[config.mk]
export PLATFORM = sky130hd
export DESIGN_NAME = image_slot_queue_table
export DESIGN_NICKNAME = d
export VERILOG_FILES = /design/src/sv/isqt_pkg.sv /design/src/sv/isqt_ram.sv /design/src/sv/isqt_cmp.sv /design/src/sv/image_slot_queue_table.sv
export VERILOG_INCLUDE_DIRS = /design/src /design/src/sv
export SDC_FILE = /design/constraint.sdc
export NUM_CORES = 1
export LEC_CHECK = 0
export BUFFER_PORTS_ARGS = -buffer_cell sky130_fd_sc_hd__buf_2
export CAP_MARGIN = 15
export CORE_ASPECT_RATIO = 1.5
export CORE_UTILIZATION = 45
export CTS_BUF_LIST = sky130_fd_sc_hd__clkbuf_8
export CTS_CLUSTER_SIZE = 25
export DETAILED_ROUTE_END_ITERATION = 10
export PLACE_DENSITY_LB_ADDON = 0.1
export SYNTH_ARGS = -nofsm -noshare
export SYNTH_HDL_FRONTEND = slang
export SYNTH_SLANG_ARGS = --single-unit
[constraint.sdc]
create_clock -name clk -period 5.85 [get_ports clk]
set_input_delay 0 -clock clk [delete_from_list [all_inputs] [get_ports clk]]
set_output_delay 0 -clock clk [all_outputs]
set_load 0.01 [all_outputs]
[src/sv/assert_macros.svh]
// Assertion macros shared by the RTL of the image slot table.
// Needs signals named clk and rst_n in the module that includes it.
`ifndef ASSERT_MACROS_SVH
`define ASSERT_MACROS_SVH

// Same-cycle implication, held off during reset
`define AST_IMPLY(label, ante, cons, msg) \
    label: assert property (@(posedge clk) disable iff (!rst_n) (ante) |-> (cons)) \
        else $error(msg);

// Next-cycle implication, held off during reset
`define AST_NEXT(label, ante, cons, msg) \
    label: assert property (@(posedge clk) disable iff (!rst_n) (ante) |=> (cons)) \
        else $error(msg);

`endif

[src/sv/isqt_pkg.sv]
// Shared types and constants for the image slot table.
// No dependencies.
`timescale 1ns / 1ps

package isqt_pkg;

    localparam int SLOTS_DEFAULT = 32;
    localparam int FUNC_W        = 2;
    localparam int SLOT_W        = 5;
    localparam int ID_W          = 16;
    localparam int PK_W          = 16;

    // request function codes
    typedef enum logic [FUNC_W-1:0] {
        FUNC_STORE   = 2'd0,
        FUNC_RELEASE = 2'd1,
        FUNC_OLDEST  = 2'd2,
        FUNC_LOOKUP  = 2'd3
    } func_t;

    // sequencer states
    typedef enum logic [1:0] {
        ST_IDLE  = 2'd0,
        ST_SCAN  = 2'd1,
        ST_DRAIN = 2'd2,
        ST_FIN   = 2'd3
    } state_t;

    // flags from the shared comparator
    typedef struct packed {
        logic eq;       // a equals b
        logic earlier;  // a is earlier than b in serial order
    } cmp_res_t;

endpackage

[src/sv/isqt_ram.sv]
// Generic single-write, single-read RAM with registered read data.
// No dependencies.
`timescale 1ns / 1ps

module isqt_ram #(
    parameter int WIDTH = 32,
    parameter int DEPTH = 32
) (
    input  logic                     clk,
    input  logic                     we,
    input  logic [$clog2(DEPTH)-1:0] waddr,
    input  logic [WIDTH-1:0]         wdata,
    input  logic [$clog2(DEPTH)-1:0] raddr,
    output logic [WIDTH-1:0]         rdata
);

    logic [WIDTH-1:0] mem [DEPTH];

    // write port and registered read port
    always_ff @(posedge clk)
    begin
        if (we)
        begin
            mem[waddr] <= wdata;
        end
        rdata <= mem[raddr];
    end

endmodule

[src/sv/isqt_cmp.sv]
// Shared 16-bit comparator: equality and serial-number ordering.
// Depends on isqt_pkg.
`timescale 1ns / 1ps

module isqt_cmp (
    input  logic [isqt_pkg::ID_W-1:0] a,
    input  logic [isqt_pkg::ID_W-1:0] b,
    output isqt_pkg::cmp_res_t        res
);

    import isqt_pkg::*;

    logic [ID_W-1:0] diff;

    // one subtract serves both checks; a wrapped negative difference means earlier
    always_comb
    begin
        diff        = a - b;
        res.eq      = (diff == '0);
        res.earlier = diff[ID_W-1];
    end

endmodule

[src/sv/image_slot_queue_table.sv]
// Image slot table: top level with sequencer, occupancy bits and output register.
// Depends on isqt_pkg, isqt_ram, isqt_cmp and assert_macros.svh.
//
// Usage:
//   Request channel (in_valid / in_stall) carries func, slot, exclude_enable,
//   image_id and packets. Result channel (out_valid / out_stall) carries ok,
//   result_slot, result_id and result_packets, one result per request.
//   Store takes the lowest free slot, release clears a slot, find oldest
//   returns the earliest image number, lookup searches for an image number.
//   Release goes straight to the result phase; store walks the occupancy
//   bits up to the first free slot, or through all of them with none free;
//   find oldest and lookup walk every slot. The next request is taken in
//   the cycle after the result register is loaded. The scan takes one slot
//   per cycle; find oldest and lookup read each slot through the single
//   read port of the slot RAM and the one shared comparator.
//   in_stall is high while a request is in work; a new request is taken
//   while a finished result still waits in the output register.
//   If the receiver stalls, the finished request waits until the output
//   register frees up; nothing is lost.
//   Reset clears the occupancy bits (every slot free) and the number
//   counter; no clearing pass is needed, the block is ready at once.
`timescale 1ns / 1ps
`include "assert_macros.svh"

module image_slot_queue_table #(
    parameter int SLOTS = isqt_pkg::SLOTS_DEFAULT
) (
    input  logic                        clk,
    input  logic                        rst_n,
    input  logic                        in_valid,
    output logic                        in_stall,
    input  logic [isqt_pkg::FUNC_W-1:0] func,
    input  logic [isqt_pkg::SLOT_W-1:0] slot,
    input  logic                        exclude_enable,
    input  logic [isqt_pkg::ID_W-1:0]   image_id,
    input  logic [isqt_pkg::PK_W-1:0]   packets,
    output logic                        out_valid,
    input  logic                        out_stall,
    output logic                        ok,
    output logic [isqt_pkg::SLOT_W-1:0] result_slot,
    output logic [isqt_pkg::ID_W-1:0]   result_id,
    output logic [isqt_pkg::PK_W-1:0]   result_packets
);

    import isqt_pkg::*;

    localparam int             IW   = $clog2(SLOTS);
    localparam int             RW   = ID_W + PK_W;
    localparam logic [IW-1:0]  LAST = IW'(SLOTS - 1);

    // control state
    state_t            state_reg, state_next;
    logic [IW-1:0]     idx_reg, idx_next;
    logic [IW-1:0]     pidx_reg, pidx_next;
    logic              pv_reg, pv_next;
    logic              found_reg, found_next;
    logic [IW-1:0]     sel_reg, sel_next;
    logic [SLOTS-1:0]  occ_reg, occ_next;
    logic [ID_W-1:0]   nn_reg, nn_next;
    logic              out_valid_reg, out_valid_next;

    // request and scan payload
    func_t             func_reg;
    logic [SLOT_W-1:0] slot_reg;
    logic              excl_reg;
    logic [ID_W-1:0]   img_reg;
    logic [PK_W-1:0]   pk_reg;
    logic [ID_W-1:0]   best_id_reg, best_id_next;
    logic [PK_W-1:0]   best_pk_reg, best_pk_next;

    // result payload
    logic              ok_reg, ok_next;
    logic [SLOT_W-1:0] rslot_reg, rslot_next;
    logic [ID_W-1:0]   rid_reg, rid_next;
    logic [PK_W-1:0]   rpk_reg, rpk_next;

    logic              in_acc;
    logic              res_load;
    logic              out_free;
    logic              ram_we;
    logic [RW-1:0]     ram_rdata;
    logic [ID_W-1:0]   rd_id;
    logic [PK_W-1:0]   rd_pk;
    logic [ID_W-1:0]   cmp_b;
    cmp_res_t          cmp_res;
    logic              excluded;

    assign in_stall = (state_reg != ST_IDLE);
    assign in_acc   = in_valid && !in_stall;
    assign out_free = !out_valid_reg || !out_stall;

    assign out_valid      = out_valid_reg;
    assign ok             = ok_reg;
    assign result_slot    = rslot_reg;
    assign result_id      = rid_reg;
    assign result_packets = rpk_reg;

    // slot RAM: {image number, packet count}, read at the scan index
    assign ram_we = (state_reg == ST_FIN) && out_free && (func_reg == FUNC_STORE)
                    && found_reg && (pk_reg != '0);

    isqt_ram #(
        .WIDTH (RW),
        .DEPTH (SLOTS)
    ) u_ram (
        .clk   (clk),
        .we    (ram_we),
        .waddr (sel_reg),
        .wdata ({nn_reg, pk_reg}),
        .raddr (idx_reg),
        .rdata (ram_rdata)
    );

    assign rd_id = ram_rdata[RW-1:PK_W];
    assign rd_pk = ram_rdata[PK_W-1:0];

    // shared comparator: lookup key or best-so-far number
    assign cmp_b = (func_reg == FUNC_LOOKUP) ? img_reg : best_id_reg;

    isqt_cmp u_cmp (
        .a   (rd_id),
        .b   (cmp_b),
        .res (cmp_res)
    );

    assign excluded = excl_reg && (32'(pidx_reg) == 32'(slot_reg));

    // sequencer, scan stage and result assembly
    always_comb
    begin
        state_next     = state_reg;
        idx_next       = idx_reg;
        pidx_next      = pidx_reg;
        pv_next        = 1'b0;
        found_next     = found_reg;
        sel_next       = sel_reg;
        occ_next       = occ_reg;
        nn_next        = nn_reg;
        best_id_next   = best_id_reg;
        best_pk_next   = best_pk_reg;
        out_valid_next = out_valid_reg && out_stall;
        res_load       = 1'b0;
        ok_next        = 1'b0;
        rslot_next     = '0;
        rid_next       = '0;
        rpk_next       = '0;

        // compare stage: RAM data for pidx_reg is valid this cycle
        if (pv_reg && occ_reg[pidx_reg])
        begin
            if (func_reg == FUNC_LOOKUP)
            begin
                if (!found_reg && cmp_res.eq)
                begin
                    found_next   = 1'b1;
                    sel_next     = pidx_reg;
                    best_pk_next = rd_pk;
                end
            end
            else if (func_reg == FUNC_OLDEST)
            begin
                if (!excluded && (!found_reg || cmp_res.earlier))
                begin
                    found_next   = 1'b1;
                    sel_next     = pidx_reg;
                    best_id_next = rd_id;
                    best_pk_next = rd_pk;
                end
            end
        end

        case (state_reg)
            ST_IDLE:
            begin
                if (in_valid)
                begin
                    idx_next   = '0;
                    found_next = 1'b0;
                    state_next = (func_t'(func) == FUNC_RELEASE) ? ST_FIN : ST_SCAN;
                end
            end
            ST_SCAN:
            begin
                if (func_reg == FUNC_STORE)
                begin
                    // lowest free slot from the occupancy bits
                    if (!occ_reg[idx_reg])
                    begin
                        found_next = 1'b1;
                        sel_next   = idx_reg;
                        state_next = ST_FIN;
                    end
                    else if (idx_reg == LAST)
                    begin
                        state_next = ST_FIN;
                    end
                    else
                    begin
                        idx_next = idx_reg + IW'(1);
                    end
                end
                else
                begin
                    pv_next   = 1'b1;
                    pidx_next = idx_reg;
                    if (idx_reg == LAST)
                    begin
                        state_next = ST_DRAIN;
                    end
                    else
                    begin
                        idx_next = idx_reg + IW'(1);
                    end
                end
            end
            ST_DRAIN:
            begin
                state_next = ST_FIN;
            end
            ST_FIN:
            begin
                if (out_free)
                begin
                    res_load       = 1'b1;
                    out_valid_next = 1'b1;
                    state_next     = ST_IDLE;
                    case (func_reg)
                        FUNC_STORE:
                        begin
                            if (found_reg)
                            begin
                                nn_next  = nn_reg + ID_W'(1);
                                rid_next = nn_reg;
                                if (pk_reg != '0)
                                begin
                                    occ_next[sel_reg] = 1'b1;
                                    ok_next           = 1'b1;
                                    rslot_next        = SLOT_W'(sel_reg);
                                    rpk_next          = pk_reg;
                                end
                            end
                        end
                        FUNC_RELEASE:
                        begin
                            if (32'(slot_reg) < 32'(SLOTS))
                            begin
                                occ_next[IW'(slot_reg)] = 1'b0;
                                ok_next                 = 1'b1;
                                rslot_next              = slot_reg;
                            end
                        end
                        FUNC_OLDEST:
                        begin
                            if (found_reg)
                            begin
                                ok_next    = 1'b1;
                                rslot_next = SLOT_W'(sel_reg);
                                rid_next   = best_id_reg;
                                rpk_next   = best_pk_reg;
                            end
                        end
                        FUNC_LOOKUP:
                        begin
                            if (found_reg)
                            begin
                                ok_next    = 1'b1;
                                rslot_next = SLOT_W'(sel_reg);
                                rid_next   = img_reg;
                                rpk_next   = best_pk_reg;
                            end
                        end
                        default:
                        begin
                            ok_next = 1'b0;
                        end
                    endcase
                end
            end
            default:
            begin
                state_next = ST_IDLE;
            end
        endcase
    end

    // control registers
    always_ff @(posedge clk or negedge rst_n)
    begin
        if (!rst_n)
        begin
            state_reg     <= ST_IDLE;
            idx_reg       <= '0;
            pidx_reg      <= '0;
            pv_reg        <= 1'b0;
            found_reg     <= 1'b0;
            sel_reg       <= '0;
            occ_reg       <= '0;
            nn_reg        <= '0;
            out_valid_reg <= 1'b0;
        end
        else
        begin
            state_reg     <= state_next;
            idx_reg       <= idx_next;
            pidx_reg      <= pidx_next;
            pv_reg        <= pv_next;
            found_reg     <= found_next;
            sel_reg       <= sel_next;
            occ_reg       <= occ_next;
            nn_reg        <= nn_next;
            out_valid_reg <= out_valid_next;
        end
    end

    // request capture, best-so-far and result payload
    always_ff @(posedge clk)
    begin
        if (in_acc)
        begin
            func_reg <= func_t'(func);
            slot_reg <= slot;
            excl_reg <= exclude_enable;
            img_reg  <= image_id;
            pk_reg   <= packets;
        end
        best_id_reg <= best_id_next;
        best_pk_reg <= best_pk_next;
        if (res_load)
        begin
            ok_reg    <= ok_next;
            rslot_reg <= rslot_next;
            rid_reg   <= rid_next;
            rpk_reg   <= rpk_next;
        end
    end

    // checks
    `AST_NEXT(a_busy_after_accept, in_acc, state_reg != ST_IDLE,
              "request accepted but sequencer still idle")
    `AST_NEXT(a_fin_loads_result, (state_reg == ST_FIN) && out_free,
              out_valid_reg && (state_reg == ST_IDLE), "finished request not delivered")
    `AST_NEXT(a_number_only_at_fin, state_reg != ST_FIN, $stable(nn_reg),
              "image number counter moved outside result phase")
    `AST_IMPLY(a_ram_write_in_fin, ram_we, (state_reg == ST_FIN) && found_reg,
               "slot RAM written without a free slot")

endmodule
### Yosys cells after proc, flatten, opt, wreduce, memory -nomap -nowiden

Memories as Yosys holds them, arrays and structs flattened. A register that Yosys moved wholly into a read port is not among the register bits.
Index checks and enable logic that the tools add are counted.

| operators by class | value |
|---|---|
| reductions and logical operators | 37 |
| order comparisons | 6 |
| mux-type cells | 70 |
| bitwise logic cells | 5 |
| eq/ne operators | 17 |
| add/sub/neg operators | 3 |

Operators with widths:

| kind | count |
|---|---|
| $mux 16 | 11 |
| $mux 5 | 15 |
| $mux 32 | 2 |
| $pmux 32 s2 | 1 |
| $pmux 16 s3 | 1 |
| $and 32x32->32 | 1 |
| $not 32->32 | 1 |
| $or 32x32->32 | 1 |
| $pmux 16 s2 | 1 |
| $lt 5x6->1 const B | 4 |
| $mux 1 | 23 |
| $add 16x1->16 const B | 1 |
| $logic_not 16->1 | 1 |
| $reduce_and 4->1 | 4 |
| $reduce_bool 16->1 | 1 |
| $sub 16x16->16 | 1 |
| $pmux 5 s3 | 1 |
| $mux 2 | 7 |
| $logic_and 1x1->1 | 12 |
| $bmux 1 s5 | 2 |
| $demux 1 s5 | 2 |
| $ge 5x1->1 const B | 2 |
| $pmux 5 s2 | 1 |
| $reduce_bool 2->1 | 5 |
| other kinds (19) | 37 |

| storage, ports and cells | value |
|---|---|
| word-level logic and storage cells | 159 |
| output and inout bits | 40 |
| memories kept | 1 |
| RAM bits | 1024 |
| bits in registers | 178 |

Memory list:

| name | words | width | read ports | clocked after Yosys merged registers in | wr ports | RTL line | source |
|---|---|---|---|---|---|---|---|
| u_ram.mem | 32 | 32 | 1 | 1 | 1 | isqt_ram.sv:17 | `logic [WIDTH-1:0] mem [DEPTH];` |

### Logic depth before layout (Yosys ltp)

| logic depth | value |
|---|---|
| word-level depth | 12 |
| gate-level depth with buffers | 16 |
| depth with buffers taken out | 12 |

### Modules after synthesis

From an unflattened synthesis, not the netlist that was laid out.

| second synthesis, totals | value |
|---|---|
| cell total of the unflattened synthesis | 3033 |
| area, all modules | 49483.7 µm² |

By module, submodules not included:

| module | instances | cells each | area each (µm²) |
|---|---|---|---|
| isqt_ram | 1 | 2260 | 40492.6 |
| image_slot_queue_table | 1 | 650 | 8112.8 |
| isqt_cmp | 1 | 123 | 878.3 |

### Worst setup path before layout

No wires, ideal clock.

| timing path | value |
|---|---|
| path kind | reg2reg |
| from | register func_reg[1] |
| to | register best_pk_reg[0] (enable) |
| data required time | 5.477 ns |
| buffers on the path | 4 |
| cell stages (with the launch flop) | 16 |
| path slack | 1.651 ns |
| data arrival time | 3.826 ns |
| setup time | 0.373 ns |
| cells stage by stage | edfxtp_1 -> buf_2 -> nand2_2 -> buf_1 -> mux2i_1 -> ha_1 -> buf_4 -> nand4_1 -> nor2_1 -> a2111oi_1 -> nor2_2 -> xnor2_1 -> or4_1 -> nor4_2 -> buf_2 -> o21a_1 |

| between the ends | value |
|---|---|
| cells in the longest elaborated chain, start to end | 7 |
| elaborated cells on any way between the ends | 12 |
| classes of those cells | add/sub (1); eq/ne (3); mux (1); reduce/logical (7) |

RTL lines:

| item | RTL line | source |
|---|---|---|
| start, declared | image_slot_queue_table.sv:63 | `func_t func_reg;` |
| start signal, assigned | image_slot_queue_table.sv:320 | `func_reg <= func_t'(func);` |
| $eq 2x2->1 | image_slot_queue_table.sv:118, image_slot_queue_table.sv:151 |  |
| $mux 16 | image_slot_queue_table.sv:118 | `assign cmp_b = (func_reg == FUNC_LOOKUP) ? img_reg : best_id_reg;` |
| $sub 16x16->16 | isqt_cmp.sv:18 | `diff = a - b;` |
| $logic_not 16->1 or $logic_or 1x1->1 (tied branches) | isqt_cmp.sv:19, image_slot_queue_table.sv:162 |  |
| $logic_and 1x1->1 (on tied branches) | image_slot_queue_table.sv:153, image_slot_queue_table.sv:162 |  |
| $ne 2x1->1 (no line) or $reduce_bool 2->1 (tied branches) | -- |  |
| $reduce_and 4->1 (no line) * | -- |  |
| end signal, assigned | image_slot_queue_table.sv:327 | `best_pk_reg <= best_pk_next;` |
| end, declared | image_slot_queue_table.sv:69 | `logic [PK_W-1:0] best_pk_reg, best_pk_next;` |

Every way passes the cells marked *; elsewhere a longest branch is shown, timed or not.
A chain may end at the register's enable or synchronous reset.

### Final worst setup path

| timing path | value |
|---|---|
| from | register func_reg[1] |
| to | register best_pk_reg[13] (enable) |

Same word-level chain as after synthesis.

==> results.json <==
{
  "rows": 146,
  "min_to": "state_reg[1]$_DFFE_PN0P_",
  "r2r_start": "func_reg[1]$_DFFE_PP_",
  "p_seq_frac": 0.464,
  "place.gp.congestion": 0.833,
  "cts.clk_slew.worst_paths_ps": 60,
  "synth_most_common_cell": "edfxtp_1",
  "rsz0062_at_grt": "no",
  "dr_total_vias": 24300,
  "ctsLongestPathBuffers": 3,
  "reg2reg_setup_slack_ps": 1030,
  "p_leak_uw": 0.0185,
  "ys_types": 62,
  "synth_compound_area_frac": 0.0258,
  "ff2ff_path_depth": 13,
  "setup_slack_ps": 1030,
  "slowest_stage": "nand2_2",
  "worstPathRequired_ps": 6370,
  "worst_pin_slew_ps": 1190,
  "p_int_uw": 16300,
  "ys_warn_count": 0,
  "cts_resized": 0,
  "final_util": 0.526,
  "grt_pass1_vias": 25900,
  "fin_tns_setup_ps": 0,
  "io-pin-count": 84,
  "n_fill_cell": 8429,
  "hp-class": "in -> reg",
  "tritoncts": "done",
  "ant_nets": 0,
  "crit_path_max_incr_delay_ps": 610,
  "syn_area_per_cell_um2": 21.5,
  "final_cells": 4153,
  "yosys-top-cells-count": "edfxtp_1 (1134), mux4_2 (339), nor2_1 (103), clkbuf_1 (72), dfrtp_1 (68)",
  "synthXorXnorAreaFrac": 0.00561,
  "startpoint_type": "register",
  "first_iter_violations": 2196,
  "firstDrtPassIters": 5,
  "synth-seq-cells": 1234,
  "drc": 0,
  "synth_fp_nets": 2312,
  "syn2layout_area_growth_pct": 15.3,
  "wl_mm": 125,
  "insertion_delay_ps": 880,
  "vdd_drop_max_v": 0.000301,
  "status": "complete, no violations",
  "max_freq_ghz": 0.208,
  "worstPathCellList": "nand2_2 > mux2i_1 > ha_1 > a21oi_1 > o211ai_1 > a2111oi_1 > nor2_2 > xnor2_1 > or4_1 > nor4_2 > buf_4 > o21a_1 > buf_4",
  "grt_first_pass_wirelength_mm": 182,
  "yosys.area_share.adder": 0.00543,
  "r2r-end": "best_pk_reg[13]$_DFFE_PP_",
  "slew_viol_final": 0,
  "muxShareOfSynthArea": 0.175,
  "synthesis.area_mm2": 0.0484,
  "switching_share": 0.294,
  "grt_max_degree": 114,
  "ys_top_cells_by_area": "edfxtp_1 (70%), mux4_2 (16%), dfrtp_1 (3.5%)",
  "cts-htree-levels": 4,
  "p_switching_uw": 6790,
  "largest_register_ffs": 1024,
  "yosysTopAreaCellShare": 0.704,
  "fp.coreArea_mm2": 0.106,
  "die_x_um": 270,
  "vias_per_cell": 5.84,
  "start_util": 0.456,
  "ys_seq_area_frac": 0.752,
  "cts_buffers": 186,
  "dieArea_mm2": 0.109,
  "clock-sinks": 1234,
  "synth_top_family_by_area": "multiplexers",
  "yosys.area.top_type": "edfxtp_1",
  "cp_max_fo": 28,
  "fin_crit_sh": 0.824,
  "max-cap-violations": 0,
  "p_clk_frac": 0.303,
  "criticalPathCategory": "reg -> reg",
  "antenna_found_initial": 1,
  "overflow": 0,
  "clockRootBuffer": "clkbuf_8",
  "hold_violations": 0,
  "async_flop_share": 0.0551,
  "dp_hpwl_mm": 72.3,
  "globalRouteTotalUtil": 0.235,
  "power_density_mw_per_mm2": 414,
  "hp-start": "in_valid",
  "drive_gt1_frac": 0.321,
  "slew_headroom": 0.205,
  "cp-end-kind": "register",
  "cpMostUsedCell": "buf_4",
  "power_frac_comb": 0.234,
  "place_ws_ps": 1100,
  "place_inst": 3716,
  "fin_worst_skew_ps": 33.9,
  "synth_flop_cell": "edfxtp_1",
  "netlist_instances": 2247,
  "die_h_um": 404,
  "layout.nets": 2652,
  "synth-edff-count": 1134,
  "holdPathStages": 4,
  "portBuffers": 83,
  "synth-simple-area-share": 0.0244,
  "crit_arrival_ps": 5340,
  "finalSetupViolCount": 0,
  "routedWlPerCell_um": 30.1,
  "period_needed_ps": 4820
}
cell families (layout without fill, tap and decap cells):
logic type	count (synthesis)	count (layout)
simple gates	246	246
compound gates	168	168
mux	413	413
fa+ha+maj	21	21
flops	1234	1234
other cells	0	2
buf+inv	134	632
xor+xnor	31	31
power groups by stage:
stage               combinational [µW]  clock [µW]  sequential, µW
global placement                  5380           0           10900
floorplan                         3750           0           10700
detailed placement                5430           0           10900
finish                            5390        6980           10700
CTS                               5490        7170           10700
global route                      5750        7520           10700
worst max-delay path, delay by kind of cell (launching register included):
kind / cells / cell delay [ps]
muxes: 1 / 270
DFF: 1 / 410
buffers and inverters: 2 / 570
xor gates and xnor gates: 1 / 180
AOI/OAI and AO/OA: 4 / 1240
and+or+nand+nor: 4 / 1380
adders and majority gates: 1 / 370
placed cells by master (no fill, tap or decap), types with 13 or more instances in the layout:
master         instances
nand3_1               19
inv_1                 74
edfxtp_1            1134
a22oi_1               41
mux2_2                54
mux2i_1               20
nor3_1                13
buf_4                 85
o22a_1                32
dfxtp_1               32
clkbuf_8             195
nand2_1               37
ha_1                  21
nor2_4                32
dlygate4sd3_1         85
clkinv_2              28
a21oi_1               28
buf_2                 82
o21ai_0               16
mux4_2               339
nor2_1                71
xnor2_1               22
clkinv_1              40
dfrtp_1               63
stage by stage:
step | power, µW | cell area [µm²] | hold slack, ps
6_report | 23100 | 55800 | 123
5_1_grt | 24000 | 55800 | 88.2
4_1_cts | 23400 | 55700 | 33.7
3_5_place_dp | 16300 | 51200 | 178
3_3_place_gp | 16200 | 51200 | 179
2_1_floorplan | 14400 | 48400 | -296
worst max-delay path by stage:
stage | start | end | slack (ps) | cells after the start
detailed placement | func_reg[1]$_DFFE_PP_ | best_pk_reg[15]$_DFFE_PP_ | 1100 | 13
global placement | func_reg[1]$_DFFE_PP_ | best_pk_reg[15]$_DFFE_PP_ | 1120 | 13
global route | func_reg[1]$_DFFE_PP_ | best_pk_reg[13]$_DFFE_PP_ | 850 | 13
finish | func_reg[1]$_DFFE_PP_ | best_pk_reg[13]$_DFFE_PP_ | 1030 | 13
floorplan | func_reg[1]$_DFFE_PP_ | best_pk_reg[0]$_DFFE_PP_ | 1650 | 15
CTS | pk_reg[10]$_DFFE_PP_ | occ_reg[29]$_DFFE_PN0P_ | 1060 | 11
metal layers:
metal	part of all wire	up-vias	wire (µm)	GRT usage
met2	0.52	754	65700	0.411
met4	0.026	0	3260	0.0719
met1	0.40	13100	50000	0.298
met3	0.049	204	6180	0.0407
li1	-	10200	-	-
met5	0	-	0	0
timing repair:
action	4_1_cts	5_1_grt
endpoints found under the hold margin	159	0
setup buffers	0	0
hold buffers	86	0
layout make-up:
type / count / area (µm²) / area share
sequential: 1234 / 36400 / 0.653
multi-input combinational: 879 / 11600 / 0.209
clock buffer: 195 / 2680 / 0.0481
timing repair buffer: 267 / 2230 / 0.0400
tap: 1406 / 1760 / 0.0315
clock inverter: 151 / 972 / 0.0174
inverter: 19 / 73.8 / 0.00132
antenna: 2 / 5.00 / 0.0000897
No activity file was read; power rests on OpenSTA's default activity.
